--- src/hw/rtl/segment_intersection_test_top_defines.svh ---
// assertion macros for the segment intersection test
`ifndef SEGMENT_INTERSECTION_TEST_TOP_DEFINES_SVH
`define SEGMENT_INTERSECTION_TEST_TOP_DEFINES_SVH

// condition implies consequence in the same cycle
`define SIT_ASSERT_NOW(label, cond, cons, msg) \
	label: assert property (@(posedge clk) disable iff (!arst_n) (cond) |-> (cons)) \
		else $error(msg);

// condition implies consequence in the next cycle
`define SIT_ASSERT_NEXT(label, cond, cons, msg) \
	label: assert property (@(posedge clk) disable iff (!arst_n) (cond) |=> (cons)) \
		else $error(msg);

`endif

--- src/hw/rtl/sit_pkg.sv ---
// shared types for the segment intersection test pipeline
package sit_pkg;

	// orientation of a point triple
	typedef enum logic [1:0] {
		TURN_COLL = 2'd0,
		TURN_CW   = 2'd1,
		TURN_CCW  = 2'd2
	} turn_t;

	// per-stage advance enables
	typedef struct packed {
		logic s1;
		logic s2;
		logic s3;
		logic s4;
	} pipe_en_t;

endpackage

--- src/hw/rtl/sit_orient.sv ---
// three-stage exact cross product and orientation of a point triple
module sit_orient import sit_pkg::*; #(
	parameter int COORD_BITS = 16
) (
	input  logic                         clk,
	input  pipe_en_t                     pe,
	input  logic signed [COORD_BITS-1:0] a_x,
	input  logic signed [COORD_BITS-1:0] a_y,
	input  logic signed [COORD_BITS-1:0] b_x,
	input  logic signed [COORD_BITS-1:0] b_y,
	input  logic signed [COORD_BITS-1:0] c_x,
	input  logic signed [COORD_BITS-1:0] c_y,
	output turn_t                        turn_s3
);

	localparam int DW = COORD_BITS + 1;
	localparam int PW = 2 * COORD_BITS + 2;
	localparam int XW = 2 * COORD_BITS + 3;

	logic signed [DW-1:0] dby_s1, dcx_s1, dbx_s1, dcy_s1;
	logic signed [PW-1:0] p1_s2, p2_s2;
	logic signed [XW-1:0] xprod;

	always_ff @(posedge clk) begin
		if (pe.s1) begin
			dby_s1 <= DW'(b_y) - DW'(a_y);
			dcx_s1 <= DW'(c_x) - DW'(b_x);
			dbx_s1 <= DW'(b_x) - DW'(a_x);
			dcy_s1 <= DW'(c_y) - DW'(b_y);
		end
	end

	always_ff @(posedge clk) begin
		if (pe.s2) begin
			p1_s2 <= PW'(dby_s1) * PW'(dcx_s1);
			p2_s2 <= PW'(dbx_s1) * PW'(dcy_s1);
		end
	end

	assign xprod = XW'(p1_s2) - XW'(p2_s2);

	always_ff @(posedge clk) begin
		if (pe.s3) begin
			if (xprod == '0) begin
				turn_s3 <= TURN_COLL;
			end else if (xprod[XW-1]) begin
				turn_s3 <= TURN_CCW;
			end else begin
				turn_s3 <= TURN_CW;
			end
		end
	end

endmodule

--- config.mk ---
export PLATFORM = sky130hd
export DESIGN_NAME = sit_orient
export DESIGN_NICKNAME = d
export VERILOG_FILES = /design/src/hw/rtl/segment_intersection_test_top_defines.svh /design/src/hw/rtl/sit_pkg.sv /design/src/hw/rtl/sit_orient.sv
export SDC_FILE = /design/constraint.sdc
export NUM_CORES = 2
export LEC_CHECK = 0
export BUFFER_PORTS_ARGS = -buffer_cell sky130_fd_sc_hd__clkbuf_2
export CORE_MARGIN = 1
export CORE_UTILIZATION = 47
export DETAILED_ROUTE_END_ITERATION = 8
export PLACE_DENSITY = 0.67
export SLEW_MARGIN = 20
export SYNTH_ARGS = -nofsm -noshare
export SYNTH_HDL_FRONTEND = slang
export SYNTH_SLANG_ARGS = --single-unit
--- constraint.sdc ---
create_clock -name clk -period 7.7 [get_ports clk]
set_input_delay 0.77 -clock clk [delete_from_list [all_inputs] [get_ports clk]]
set_output_delay 0.77 -clock clk [all_outputs]
set_load 0.05 [all_outputs]
==> results.txt <==
The cell area reported after detailed placement came out at 32,100 um2. STA classifies the critical path endpoint as a register. The number of library cell types mapped by synthesis is 68. For this run, asynchronously set or reset flops after synthesis account for 0%.

The post-cts repair resize count is 0. The path class of the tightest hold or removal check is input port to register. The vertical die dimension is 257 um. The hold buffer count at cts is 0. The critical path data arrival time came out at 7.19 ns. The endpoint required time on the critical path is 7.89 ns. The sum of routed wire length over all layers is 74,600 um. The tree is rooted in a sky130_fd_sc_hd__clkbuf_16. The sum of negative setup slack came out at 0 ns.

The most repeated library cell on the critical path is sky130_fd_sc_hd__fa_1. Buffers placed on the I/O ports in this run total 101. The post-route netlist has 5.74% of its cells at a drive strength greater than 1.

The number of nets handed over by synthesis was 4,191. The register bit total from synthesis came out at 138. The floorplan step set the die width to 257 um. The final clock skew came out at 0.0168 ns. The clock buffer count from CTS is 17. The number of primary I/O pins is 103. The wire-length estimate of the detail-placed layout is 61,800 um. The via-per-instance ratio came out at 5.20.

Dividing the detail-routed wire length by the instance count gives 17.9 um. In the layout the commonest cells are 741 x sky130_fd_sc_hd__inv_1, 597 x sky130_fd_sc_hd__fa_1, 327 x sky130_fd_sc_hd__nand2_1, 298 x sky130_fd_sc_hd__and2_1, 268 x sky130_fd_sc_hd__ha_1. The number of hold-slack violations in the final timing report came out at 0. For this run, the detailed router's first-pass iteration total came to 7. The H-tree was split into 4 levels.

The vias after detailed routing is 21,689. The area growth from synthesis to layout is 7.12%. The cell type with the highest aggregate area in the netlist is sky130_fd_sc_hd__fa_1. The area of all placed cells without fillers is 32,700 um2.

The number of diodes is 0. The number of design-rule violations left by the first detailed-router iteration came out at 1,259. The type of the worst setup path is register to register. The post-synthesis instance area came out at 30,500 um2. The number of nets in the layout came out at 4,266. The count of nets left with antenna violations once routing finished came out at 0. Of the total synthesized cell area, the portion taken by AND, OR, NAND and NOR gates is 15.1%.

The run finished with clean final reports. The maximum frequency from static timing analysis is 0.143 GHz. For this run, the number of Yosys warnings is 0. The slew of the pin with the lowest slew margin came out at 0.991 ns. The worst-path maximum fanout is 13.

The compound-gate portion of the synthesized area came out at 7.29%. The number of DRC violations after detailed routing is 0. Among all stages on the critical path, the largest delay is contributed by sky130_fd_sc_hd__edfxtp_1.

The multiplexer share of the synthesized area came out at 0.234%. The final cycle utilization of the critical path came out at 90.9%. The post-layout minimum cycle time is 7.00 ns. The die area is 65,900 um2. After synthesis, the cell types taking the most area are sky130_fd_sc_hd__fa_1 39%, sky130_fd_sc_hd__edfxtp_1 14%, sky130_fd_sc_hd__ha_1 11%. The maximum root-to-sink buffer count came out at 2. The placement row count came out at 93.

For this run, the number of standard cells in the final layout without fillers is 4,167. The number of buffers and inverters on the critical path came out at 3. The xor and xnor area share after synthesis is 3.42%. The main combinational cell family by area after synthesis is adder cells.

The clock slew seen by the registers of the worst setup and hold paths came out at 0.06 ns. Setup repair after global routing left no endpoint under its margin. Routability-driven placement finished with a final weighted congestion of 0.894. After global routing the overflow that remains totals 0. Among all flip-flop cells after synthesis, the most frequent one is sky130_fd_sc_hd__edfxtp_1. The total core area is 64,300 um2. Counting every sink on the clock net gives 138. The top-area cell type share of the netlist area is 39.2%. The worst slew slack as a fraction of its limit is 33.9%. The number of antenna violations at the first check in global routing came out at 8.

Across the run, the number of max-cap violations was 0. The signal on the critical path passes through nand2_1 -> fa_1 -> fa_1 -> fa_1 -> inv_1 -> fa_1 -> fa_1 -> inv_1 -> fa_1 -> inv_1 -> ha_1 -> o21a_1 -> o21ai_0 -> nand2b_1 -> a21oi_1 -> nor3_1 -> o21ai_0 -> a21boi_0 -> a31oi_1 -> o21bai_1 -> a21oi_1 -> xnor2_1. On the worst path, the slowest cell contributes a delay of 0.82 ns.

The element type at the critical path start is a register. Global routing used 23.8% of the available tracks. The cell count after synthesis came out at 3,225. TritonCTS built the clock tree.

The clock insertion delay at the later pin of the skew report came out at 0.45 ns. The sequential cell area fraction in the yosys report is 13.6%. The pin count of the biggest net entering global routing is 69. For this configuration, the core starts out at a cell density of 47.4%. The post-placement cell count is 4,136. The critical path's top delay family is adder cells. Setup violations remaining at the end of the flow were counted as 0.

The number of max-slew violations in the final report came out at 0. The number of flops mapped to enable cells by yosys is 138. The mean instance size in the synthesized netlist came out at 9.46 um2.

The first global-routing pass estimated 122,000 um of wire. The buffer count from post-CTS setup fixing came out at 0. The most common library cell in the layout ignoring fill and taps is sky130_fd_sc_hd__inv_1. The utilization after layout is 50.8%. The adder-cell area share of the yosys netlist came out at 50.2%. The via count of the first global-routing pass is 23,050.
-- through the flow --
stage	worst slack [ns]	hold slack (ns)
after floorplan	1.58	0.612
final	0.701	0.548
after detailed placement	0.752	0.914
after global routing	0.290	0.537
after CTS	0.728	0.530
after global placement	0.844	0.936
-- metal layers --
metal  track usage (%)  wire length [um]  up-vias
met1              30.7             30800    10836
li1                  -                 -    10083
met4              8.23              2840        8
met2              40.4             36100      619
met5                 0                55        -
met3              4.26              4790      143
-- synth_stat cells, drive strengths merged, types with 8 or more instances --
master and number:
inv 741, fa 597, nand2 327, and2 298, ha 268, edfxtp 138, nor2 136, xnor2 104
clkbuf 86, o21ai 83, a21oi 77, nand3 30, nor3 28, a21o 26, nand2b 23, nor2b 22
a21boi 19, o21bai 18, o21a 17, a31oi 16, or3 16, xor2 15, and3 13, nand4 10
a211oi 9, o211ai 9, o31ai 8
-- cells by family after synthesis --
kind of cell,Yosys count
AND/OR/NAND/NOR,927
multiplexers,7
XOR/XNOR,119
AO/OA/AOI/OAI,337
flip-flops,138
adder cells (fa/ha/maj),865
buffers and inverters,832
-- worst paths after layout --
path	start	to	slack [ns]	cells after the start
worst max-delay path	dcy_s1[3]	p2_s2[32]	0.70	22
worst min-delay path	pe[1]	turn_s3[1]	0.55	1
worst max register to register	dcy_s1[3]	p2_s2[32]	0.70	22
worst min register to register	p1_s2[33]	turn_s3[0]	0.92	3
-- layout make-up --
type | count | area (um2)
clock inverters | 13 | 169
multi-input cells | 2255 | 23200
inverters | 742 | 2790
clock buffers | 18 | 429
flip-flops and latches | 138 | 4140
fillers | 5976 | 31700
repair buffers | 146 | 846
well taps | 855 | 1070
-- sequential cells by signal (all words and copies together), names as in the netlist --
register  count
dbx_s1       17
dcx_s1       17
p2_s2        34
p1_s2        34
dby_s1       17
turn_s3       2
dcy_s1       17
Power is left out: the tool's default activity adds up to more than one toggle a clock period on the data nets, which glitch-free logic cannot reach.
