**src/hw/rtl/segment_intersection_test_top_defines.svh**
```systemverilog
// assertion macros for the segment intersection test
`ifndef SEGMENT_INTERSECTION_TEST_TOP_DEFINES_SVH
`define SEGMENT_INTERSECTION_TEST_TOP_DEFINES_SVH

// condition implies consequence in the same cycle
`define SIT_ASSERT_NOW(label, cond, cons, msg) \
	label: assert property (@(posedge clk) disable iff (!arst_n) (cond) |-> (cons)) \
		else $error(msg);

// condition implies consequence in the next cycle
`define SIT_ASSERT_NEXT(label, cond, cons, msg) \
	label: assert property (@(posedge clk) disable iff (!arst_n) (cond) |=> (cons)) \
		else $error(msg);

`endif

```
**src/hw/rtl/sit_pkg.sv**
```systemverilog
// shared types for the segment intersection test pipeline
package sit_pkg;

	// orientation of a point triple
	typedef enum logic [1:0] {
		TURN_COLL = 2'd0,
		TURN_CW   = 2'd1,
		TURN_CCW  = 2'd2
	} turn_t;

	// per-stage advance enables
	typedef struct packed {
		logic s1;
		logic s2;
		logic s3;
		logic s4;
	} pipe_en_t;

endpackage

```
**src/hw/rtl/sit_box.sv**
```systemverilog
// bounding box test of a point against a segment, delayed to stage three
module sit_box import sit_pkg::*; #(
	parameter int COORD_BITS = 16
) (
	input  logic                         clk,
	input  pipe_en_t                     pe,
	input  logic signed [COORD_BITS-1:0] a_x,
	input  logic signed [COORD_BITS-1:0] a_y,
	input  logic signed [COORD_BITS-1:0] m_x,
	input  logic signed [COORD_BITS-1:0] m_y,
	input  logic signed [COORD_BITS-1:0] b_x,
	input  logic signed [COORD_BITS-1:0] b_y,
	output logic                         in_box_s3
);

	logic in_x, in_y;
	logic in_box_s1, in_box_s2;

	// m within [min, max] of each axis without forming min and max
	assign in_x = ((m_x <= a_x) || (m_x <= b_x)) && ((m_x >= a_x) || (m_x >= b_x));
	assign in_y = ((m_y <= a_y) || (m_y <= b_y)) && ((m_y >= a_y) || (m_y >= b_y));

	always_ff @(posedge clk) begin
		if (pe.s1) begin
			in_box_s1 <= in_x && in_y;
		end
		if (pe.s2) begin
			in_box_s2 <= in_box_s1;
		end
		if (pe.s3) begin
			in_box_s3 <= in_box_s2;
		end
	end

endmodule

```
**config.mk**
```make
export PLATFORM = sky130hd
export DESIGN_NAME = sit_box
export DESIGN_NICKNAME = d
export VERILOG_FILES = /design/src/hw/rtl/segment_intersection_test_top_defines.svh /design/src/hw/rtl/sit_pkg.sv /design/src/hw/rtl/sit_box.sv
export SDC_FILE = /design/constraint.sdc
export NUM_CORES = 1
export LEC_CHECK = 0
export CAP_MARGIN = 10
export CELL_PAD_IN_SITES_DETAIL_PLACEMENT = 1
export CELL_PAD_IN_SITES_GLOBAL_PLACEMENT = 1
export CORE_ASPECT_RATIO = 0.9
export CORE_MARGIN = 2
export CORE_UTILIZATION = 44
export DETAILED_ROUTE_END_ITERATION = 7
export DONT_BUFFER_PORTS = 1
export HOLD_SLACK_MARGIN = 0.12
export PLACE_DENSITY_LB_ADDON = 0.3
export SYNTH_ARGS = -nofsm -noshare
export SYNTH_HDL_FRONTEND = slang
export SYNTH_SLANG_ARGS = --single-unit
```
**constraint.sdc**
```tcl
create_clock -name clk -period 2.1 [get_ports clk]
set_input_delay 0.105 -clock clk [delete_from_list [all_inputs] [get_ports clk]]
set_output_delay 0.105 -clock clk [all_outputs]
set_load 0.02 [all_outputs]
```
==> metrics.yaml, run 1 <==
cts:
  cts_buffers: 3
  clockBufferDepth: 2
  clk_pin_slew_ps: 30
  root_buffer: "clkbuf_8"
  cts_tree: "yes"
  cts_sinks: 3
  cts_resized: 0
  clk_latency_ps: 220
  htreeDepth: 1
global_route:
  grt_pass1_wl_mm: 7.203
  gr-total-overflow: 0
  antenna_found_initial: 0
  grt_pass1_vias: 1712
  grtUsageTotal_pct: 19.60
  grt_max_degree: 5
synth:
  synth_top_family_by_area: "adder cells"
  syn_nets: 401
  synth_cells: 236
  synthAdderAreaFrac_pct: 45.01
  yosysWarnings: 0
  muxShareOfSynthArea_pct: 0
  synth-simple-area-share_pct: 15.54
  avgSynthCellArea_um2: 7.539
  yosysSeqAreaShare_pct: 5.063
  synth-seq-cells: 3
  dominantRegCellSynth: "edfxtp_1"
  synth-compound-area-share_pct: 18.71
  synth-edff-count: 3
  async_flop_share_pct: 0
  netlist_area_um2: 1779
  synth_cell_type_count: 29
  synthXorXnorAreaFrac_pct: 1.969
cells_and_area:
  diodes: 0
  layout-drive-gt1-share_pct: 4.527
  final_common_cell: "inv_1"
  final_cell_mix: "inv_1 (65), ha_1 (64), a21oi_1 (25)"
  fin_util_pct: 50.18
  layout.nets: 409
  synthToLayoutAreaGrowth_pct: 7.454
worst_setup_path:
  cp_data_arrival_time_ps: 1650
  end_kind: "register"
  reg2reg_to: "in_box_s3"
  r2r_slack_ps: 1480
  cp-start-kind: "input pin"
  crit_fanout: 3
  path_class: "input pin to register"
  reg2regPathDepth: 0
  r2r_start: "in_box_s2"
  cp.required_ps: 2060
timing:
  fin_skew_ps: 0.9007
  slew_headroom_pct: 79.25
  rsz0062_at_grt: "false"
  tightest_slew_ps: 307.9
  setup_violations: 0
  tns_ps: 0
  worst_slack_ps: 412.4
  max_freq_mhz: 592.6
  timing.final.crit_share_pct: 80.36
  min_period_ps: 1688
  slew_violations: 0
  hold_viol_final: 0
drt:
  drt_first_pass_iters: 3
  wl_mm: 4.314
  via_per_inst: 5.623
  wl_per_cell_um: 14.93
  vias: 1625
  ant_nets: 0
  drc_errors: 0
  drt_iter0_drc: 36
min_path:
  whs_path_depth: 0
  holdPathEnd: "in_box_s2"
  hold_class: "register to register"
  hp-start: "in_box_s1"
floorplan:
  core_area_um2: 3810
  dieArea_um2: 4569
  initial_core_util_pct: 46.70
  die_h_um: 64.33
  ios: 102
  die_x_um: 71.03
  fp-row-count: 21
placement:
  preCtsSetupSlack_ps: 147.7
  io_buffers: 0
  dp_hpwl_mm: 3.922
  routabilityCongestion: 0.7944
pwr:
  power_density_nw_per_um2: 310.2
  power_leakage_nw: 1.122
  vdd_drop_max_mv: 0.2173
job:
  max-cap-violations: 0
outcome:
  status: "completed"
sequential cells by signal (all words and copies together), names as in the netlist:
| signal | cells |
|---|---|
| in_box_s1 | 1 |
| in_box_s2 | 1 |
| in_box_s3 | 1 |
per-stage QoR:
| step | power, W | std cells | instance area, um2 | hold WS (ps) |
|---|---|---|---|---|
| floorplan | 0.0003463 | 236 | 1779 | 217.5 |
| finish | 0.0005930 | 289 | 1912 | 417.1 |
| detailed placement | 0.0004138 | 282 | 1837 | 217.6 |
| global placement | 0.0004017 | 282 | 1837 | 217.6 |
| CTS | 0.0005944 | 289 | 1912 | 412.5 |
| global route | 0.0006601 | 289 | 1912 | 423.6 |
layer usage:
| metal | up-vias | global-route usage, % | share of wire, % |
|---|---|---|---|
| met2 | 61 | 33.76 | 46 |
| li1 | 838 | - | - |
| met5 | - | 0 | 0 |
| met4 | 0 | 2.830 | 0.56 |
| met3 | 4 | 4.416 | 6.6 |
| met1 | 722 | 25.40 | 47 |
worst max path at each step:
stage / from / endpoint / slack, ps
after global routing: a_y[13] / in_box_s1 / 250
after floorplan: b_x[14] / in_box_s1 / 350
after detailed placement: a_y[13] / in_box_s1 / 150
final: a_y[13] / in_box_s1 / 410
after CTS: a_y[13] / in_box_s1 / 370
after global placement: a_y[13] / in_box_s1 / 160
critical path, cell delays in order:
cell and delay, ps:
inv_1 20, ha_1 320, nand4_2 140, nor4_2 300, a21boi_1 250, or3_1 150, o41ai_2 60, xnor2_1 190
a22oi_1 90
Yosys cell counts (3+ instances only):
cell	n	area [um2]
a21o_1	7	52.55
nand3_1	7	35.03
nand2_1	13	48.80
nor2_1	5	18.77
edfxtp_1	3	90.09
nand4_1	10	62.56
ha_1	64	800.8
inv_1	65	244.0
nor3_1	5	25.02
a21oi_1	25	125.1
o21ai_0	6	30.03
xnor2_1	4	35.03
logic make-up after synthesis:
kind of cell,Yosys count
compound gates,51
buf+inv,65
fa+ha+maj,64
simple gates,49
flops,3
xor+xnor,4
power breakdown:
part	leakage [nW]	switching, W	internal [W]	total (W)
sequential	0.0292	0.00000492	0.0000802	0.0000851
combinational	1.07	0.000176	0.000157	0.000333
clock	0.0228	0.0000452	0.000130	0.000175
layout make-up:
type / instances / area [um2]
Clock buffer: 4 / 45.04
Fill cell: 475 / 1898
Inverter: 65 / 244.0
Multi-Input combinational cell: 168 / 1445
Sequential cell: 3 / 90.09
Tap cell: 46 / 57.56
Timing Repair Buffer: 3 / 30.03
timing repair:
action,in CTS,in global routing
buffers inserted,0,0
hold endpoints to repair,3,0
hold buffers,3,0
(Power assumes the default switching activity.)
==> run 2, diff against run 1 <==
- clock period: 2.1 -> 1.6 ns (I/O delays scaled with it)
==> run 2 against run 1 <==
Net effect:
- critical path depth unchanged
- clock skew increased by 3.5 ps
- worst hold slack got worse by 10 ps
- largest cell class unchanged
- largest power group unchanged
- highest routed layer is now met3
==> metrics.yaml, run 2 (synthesized netlist as in run 1, its figures left out) <==
worst_setup_path:
  reg2regPathDepth: 0  # unchanged
  crit_fanout: 2  # -1
  cp_top_family: "simple AND/OR/NAND/NOR gates"
  cp_data_arrival_time_ps: 1550  # -100 ps
  cp-startpoint: "a_y[9]"
  end_kind: "register"
  cp.required_ps: 1550  # -510 ps
  path_buf_inv: 1  # unchanged
  worst_path_max_delay_cell: "or3_1"
  reg2reg_to: "in_box_s2"
  r2r_slack_ps: 1000  # -480 ps
  slowest_delay_ps: 320  # about the same
  cp-start-kind: "input pin"
  r2r_start: "in_box_s1"
  crit_chain: "inv_1, ha_1, nand2_1, nor4_4, a21boi_2, or3_1, o41ai_2, xnor2_1, a22oi_1"
  path_class: "input pin to register"
cells_and_area:
  final_common_cell: "inv_1"
  layout.nets: 428  # +4.6%
  fillers: 458  # -3.6%
  largestRegisters: "in_box_s1 (1), in_box_s2 (1), in_box_s3 (1)"
  layoutNonFillerInstCount: 308  # +6.6%
  final_cell_mix: "inv_1 (60), ha_1 (50), a21oi_1 (21)"
  diodes: 0  # unchanged
  synthToLayoutAreaGrowth_pct: 28.06
  layout-drive-gt1-share_pct: 21.76  # +17 points
floorplan:
  initial_core_util_pct: 46.70  # unchanged
  die_x_um: 71.03  # unchanged
  ios: 102  # unchanged
  dieArea_um2: 4569  # unchanged
  fp-row-count: 21  # unchanged
  die_h_um: 64.33  # unchanged
  core_area_um2: 3810  # unchanged
timing:
  tightest_slew_ps: 333.5  # +25.53 ps
  fin_skew_ps: 4.435  # +3.534 ps
  timing.final.crit_share_pct: 99.56
  slew_violations: 0  # unchanged
  slew_headroom_pct: 77.73  # -1.5 points
  max_freq_mhz: 627.8
  min_period_ps: 1593
  setup_violations: 0  # unchanged
  holdWs_ps: 406.6  # -10.42 ps
  hold_viol_final: 0  # unchanged
  rsz0062_at_grt: "true"
drt:
  drt_first_pass_iters: 4  # +1
  wl_mm: 4.871  # +13%
  ant_nets: 0  # unchanged
  via_per_inst: 5.490  # -2.4%
  drt_iter0_drc: 24  # -33%
  drc_errors: 0  # unchanged
  wl_per_cell_um: 15.81  # +5.9%
  vias: 1691  # +4.1%
cts:
  cts_tree: "yes"
  clk_pin_slew_ps: 30  # about the same
  clk_latency_ps: 220  # about the same
  cts_sinks: 3  # unchanged
  cts_buffers: 3  # unchanged
  root_buffer: "clkbuf_8"
  htreeDepth: 1  # unchanged
  clockBufferDepth: 2  # unchanged
  post_cts_buffers: 0  # unchanged
global_route:
  grtUsageTotal_pct: 21.29  # +1.7 points
  grt_max_degree: 5  # unchanged
  grt_pass1_wl_mm: 7.845  # +8.9%
  gr-total-overflow: 0  # unchanged
  grt_pass1_vias: 1801  # +5.2%
  antenna_found_initial: 0  # unchanged
min_path:
  hold_class: "register to register"
  hp-start: "in_box_s2"
  whs_path_depth: 0  # unchanged
  holdPathEnd: "in_box_s3"
placement:
  io_buffers: 0  # unchanged
  routabilityCongestion: 0.8169  # +2.8%
  post-place-cells: 301  # +6.7%
  dp_hpwl_mm: 4.245  # +8.2%
outcome:
  status: "completed"
pwr:
  vdd_drop_max_mv: 0.3813  # +75%
  power_density_nw_per_um2: 393.2  # +27%
  power_leakage_nw: 1.217  # +8.4%
job:
  max-cap-violations: 0  # unchanged
[run 2: worst max-delay path by stage]
stage	to	slack, ps	cells past startpoint
floorplan	in_box_s1	-120	9
global route	in_box_s1	-100	9
CTS	in_box_s1	0.6	9
finish	in_box_s1	7	9
detailed placement	in_box_s1	-320	9
global placement	in_box_s1	-270	9
[run 2: stage by stage]
stage | setup TNS [ps] | utilization [%] | power (W) | setup slack (ps) | area (um2)
6_report | 0 | 59.80 | 0.0008959 | 7.018 | 2278
3_3_place_gp | -270.1 | 52.09 | 0.0005755 | -270.1 | 1984
4_1_cts | 0 | 56.65 | 0.0008604 | 0.5870 | 2158
5_1_grt | -98.20 | 59.80 | 0.001000 | -98.20 | 2278
3_5_place_dp | -324.5 | 52.09 | 0.0005997 | -324.5 | 1984
2_1_floorplan | -117.5 | - | 0.0004557 | -117.5 | 1784
[run 2: power by group]
| part | internal [W] | switching (W) | total (W) |
|---|---|---|---|
| clock | 0.000170 | 0.0000512 | 0.000221 |
| combinational | 0.000291 | 0.000273 | 0.000564 |
| sequential | 0.000105 | 0.00000567 | 0.000111 |
[run 2: final cells by class]
cell class	count	area, um2	area share, %
timing repair buffer	22	172.7	7.578
tap	46	57.56	2.526
multi-input combinational	168	1669	73.26
clock buffer	4	45.04	1.977
sequential	3	90.09	3.954
inverter	65	244.0	10.71
[run 2: metal layers]
layer,global-route usage [%],wire length [um]
met3,5.363,293
met2,38.55,2378
met5,0,0
met4,0,0
met1,26.99,2198
[run 2: timing repair]
item | CTS | global route
hold buffers | 3 | 0
pin swaps | 1 | 8
endpoints found under the setup margin | 1 | 1
endpoints found under the hold margin | 3 | 0
gates resized for setup | 14 | 14
==> run 3, diff against run 2 <==
- CORE_MARGIN: 2 -> default
- CORE_UTILIZATION: 44 -> 35
==> run 3 against run 2 <==
Net effect:
- clock skew fell by 3.8 ps
- cell count rose by 7.8%
- wire length rose by 7.2%
- worst hold slack improved by 13 ps
- core utilization fell by 6.9 points
- worst setup slack improved by 39 ps
- clock-buffer cell count did not move
- sequential power barely moved
- die area rose by 18%
- first-iteration DRC count rose by 79%
==> metrics.yaml, run 3 (synthesized netlist as in run 1, its figures left out) <==
min_path:
  hold_class: "register to register"
worst_setup_path:
  path_class: "input pin to register"
  crit_chain: "inv_1, ha_4, nand2_4, nor4_4, a21boi_2, or3_4, o41ai_4, xnor2_1, a22oi_1"
  end_kind: "register"
  worst_path_max_delay_cell: "or3_4"
  cp.required_ps: 1550  # about the same
  cp-start-kind: "input pin"
  slowest_delay_ps: 380  # +60 ps
  crit_fanout: 2  # unchanged
  cp_data_arrival_time_ps: 1500  # -50 ps
drt:
  wl_mm: 5.224  # +7.2%
  drt_first_pass_iters: 4  # unchanged
  drc_errors: 0  # unchanged
  vias: 1790  # +5.9%
  via_per_inst: 5.392  # -1.8%
  wl_per_cell_um: 15.73  # -0.51%
  drt_iter0_drc: 43  # +79%
  ant_nets: 0  # unchanged
global_route:
  use_met1_pct: 23.59  # -3.4 points
  grtUsageTotal_pct: 19.30  # -2.0 points
  grt_util_met3_pct: 4.211  # -1.2 points
  use_met2_pct: 35.30  # -3.3 points
  grt_pass1_vias: 1890  # +4.9%
  grt_max_degree: 5  # unchanged
  gr-total-overflow: 0  # unchanged
  antenna_found_initial: 0  # unchanged
  grt.busiest_layer: "met2"
  grt_pass1_wl_mm: 8.445  # +7.6%
cts:
  clk_latency_ps: 210  # about the same
  clockBufferDepth: 2  # unchanged
  clk_pin_slew_ps: 30  # about the same
  htreeDepth: 1  # unchanged
  cts_buffers: 3  # unchanged
  root_buffer: "clkbuf_8"
  cts_tree: "yes"
  cts_sinks: 3  # unchanged
outcome:
  status: "completed"
timing:
  setup_violations: 0  # unchanged
  slew_violations: 0  # unchanged
  slew_headroom_pct: 76.04  # -1.7 points
  tns_ps: 0  # unchanged
  min_period_ps: 1554  # -39.22 ps
  tightest_slew_ps: 357.8  # +24.38 ps
  rsz0062_at_grt: "true"
  fin_skew_ps: 0.6157  # -3.819 ps
  timing.final.crit_share_pct: 97.11  # -2.5 points
  hold_viol_final: 0  # unchanged
  max_freq_mhz: 643.6  # +2.5%
floorplan:
  fp-row-count: 24  # +14%
  initial_core_util_pct: 36.57  # -10 points
  ios: 102  # unchanged
  dieArea_um2: 5373  # +18%
  die_x_um: 77.16  # +8.6%
  die_h_um: 69.64  # +8.3%
  core_area_um2: 4865  # +28%
pwr:
  power_w: 0.0009682  # +8.1%
  power_density_nw_per_um2: 376.2  # -4.3%
  power_leakage_nw: 1.245  # +2.3%
  vdd_drop_max_mv: 0.3100  # -19%
placement:
  dpl-instance-area_um2: 2023  # +2.0%
  dp_hpwl_mm: 4.364  # +2.8%
  io_buffers: 0  # unchanged
  routabilityCongestion: 0.7934  # -2.9%
cells_and_area:
  final_cell_mix: "inv_1 (49), ha_1 (38), ha_4 (25)"
  multi_input_area_um2: 1867  # +12%
  regArea_um2: 90.09  # unchanged
  diodes: 0  # unchanged
  layout-drive-gt1-share_pct: 33.33  # +12 points
  stdcell_area_um2: 2574  # +13%
  synthToLayoutAreaGrowth_pct: 44.66
  largestRegisters: "in_box_s1 (1), in_box_s2 (1), in_box_s3 (1)"
  final_common_cell: "inv_1"
  fin_util_pct: 52.91  # -6.9 points
  layout.nets: 433  # +1.2%
  fillers: 588  # +28%
job:
  max-cap-violations: 0  # unchanged
==> run 3: cell types whose count changed in the layout (fill, tap and decap cells not counted), sizes merged <==
cell,before,now
buf,19,24
==> run 3: worst paths after layout <==
path | start | depth (start not counted) | to | slack (ps)
worst max-delay path | a_y[14] | 9 | in_box_s1 | 50
worst min-delay path | in_box_s1 | 0 | in_box_s2 | 420
worst max register to register | in_box_s2 | 0 | in_box_s3 | 990
worst min register to register | in_box_s1 | 0 | in_box_s2 | 420
==> run 3: cell type report <==
class	instances	area share (%)
Inverter	65	10.74
Multi-Input combinational cell	168	72.53
Tap cell	65	3.160
Sequential cell	3	3.500
Clock buffer	4	1.750
Timing Repair Buffer	27	8.313
==> run 3: where the power goes <==
part	internal [W]	switching, W
Clock	0.000169	0.0000432
Combinational	0.000349	0.000295
Sequential	0.000105	0.00000632
Total	0.000624	0.000345
==> run 3: through the flow <==
step	instances	setup slack [ps]	hold WS [ps]
6_report	332	46.24	419.3
4_1_cts	330	-12.48	413.4
2_1_floorplan	236	-117.5	192.5
3_5_place_dp	322	-319.0	192.6
5_1_grt	332	-34.74	427.2
3_3_place_gp	322	-277.9	192.6
==> run 3: repair_timing <==
action,4_1_cts,5_1_grt
buffers inserted,1,2
endpoints found under the hold margin,3,0
hold buffers,3,0
pin swaps,18,23
endpoints found under the setup margin,1,1
resized for setup,37,39
==> run 3: metal layers <==
metal  part of all wire (%)  vias up
li1                       -      889
met1                     44      849
met2                     51       50
met3                    4.8        2
met4                   0.23        0
met5                      0        -
==> run 3: critical path, delay by kind of cell <==
family          cells  cell delay (ps)
fa+ha+maj           1              220
buf+inv             1               80
xor+xnor            1              150
simple gates        3              510
compound gates      3              460
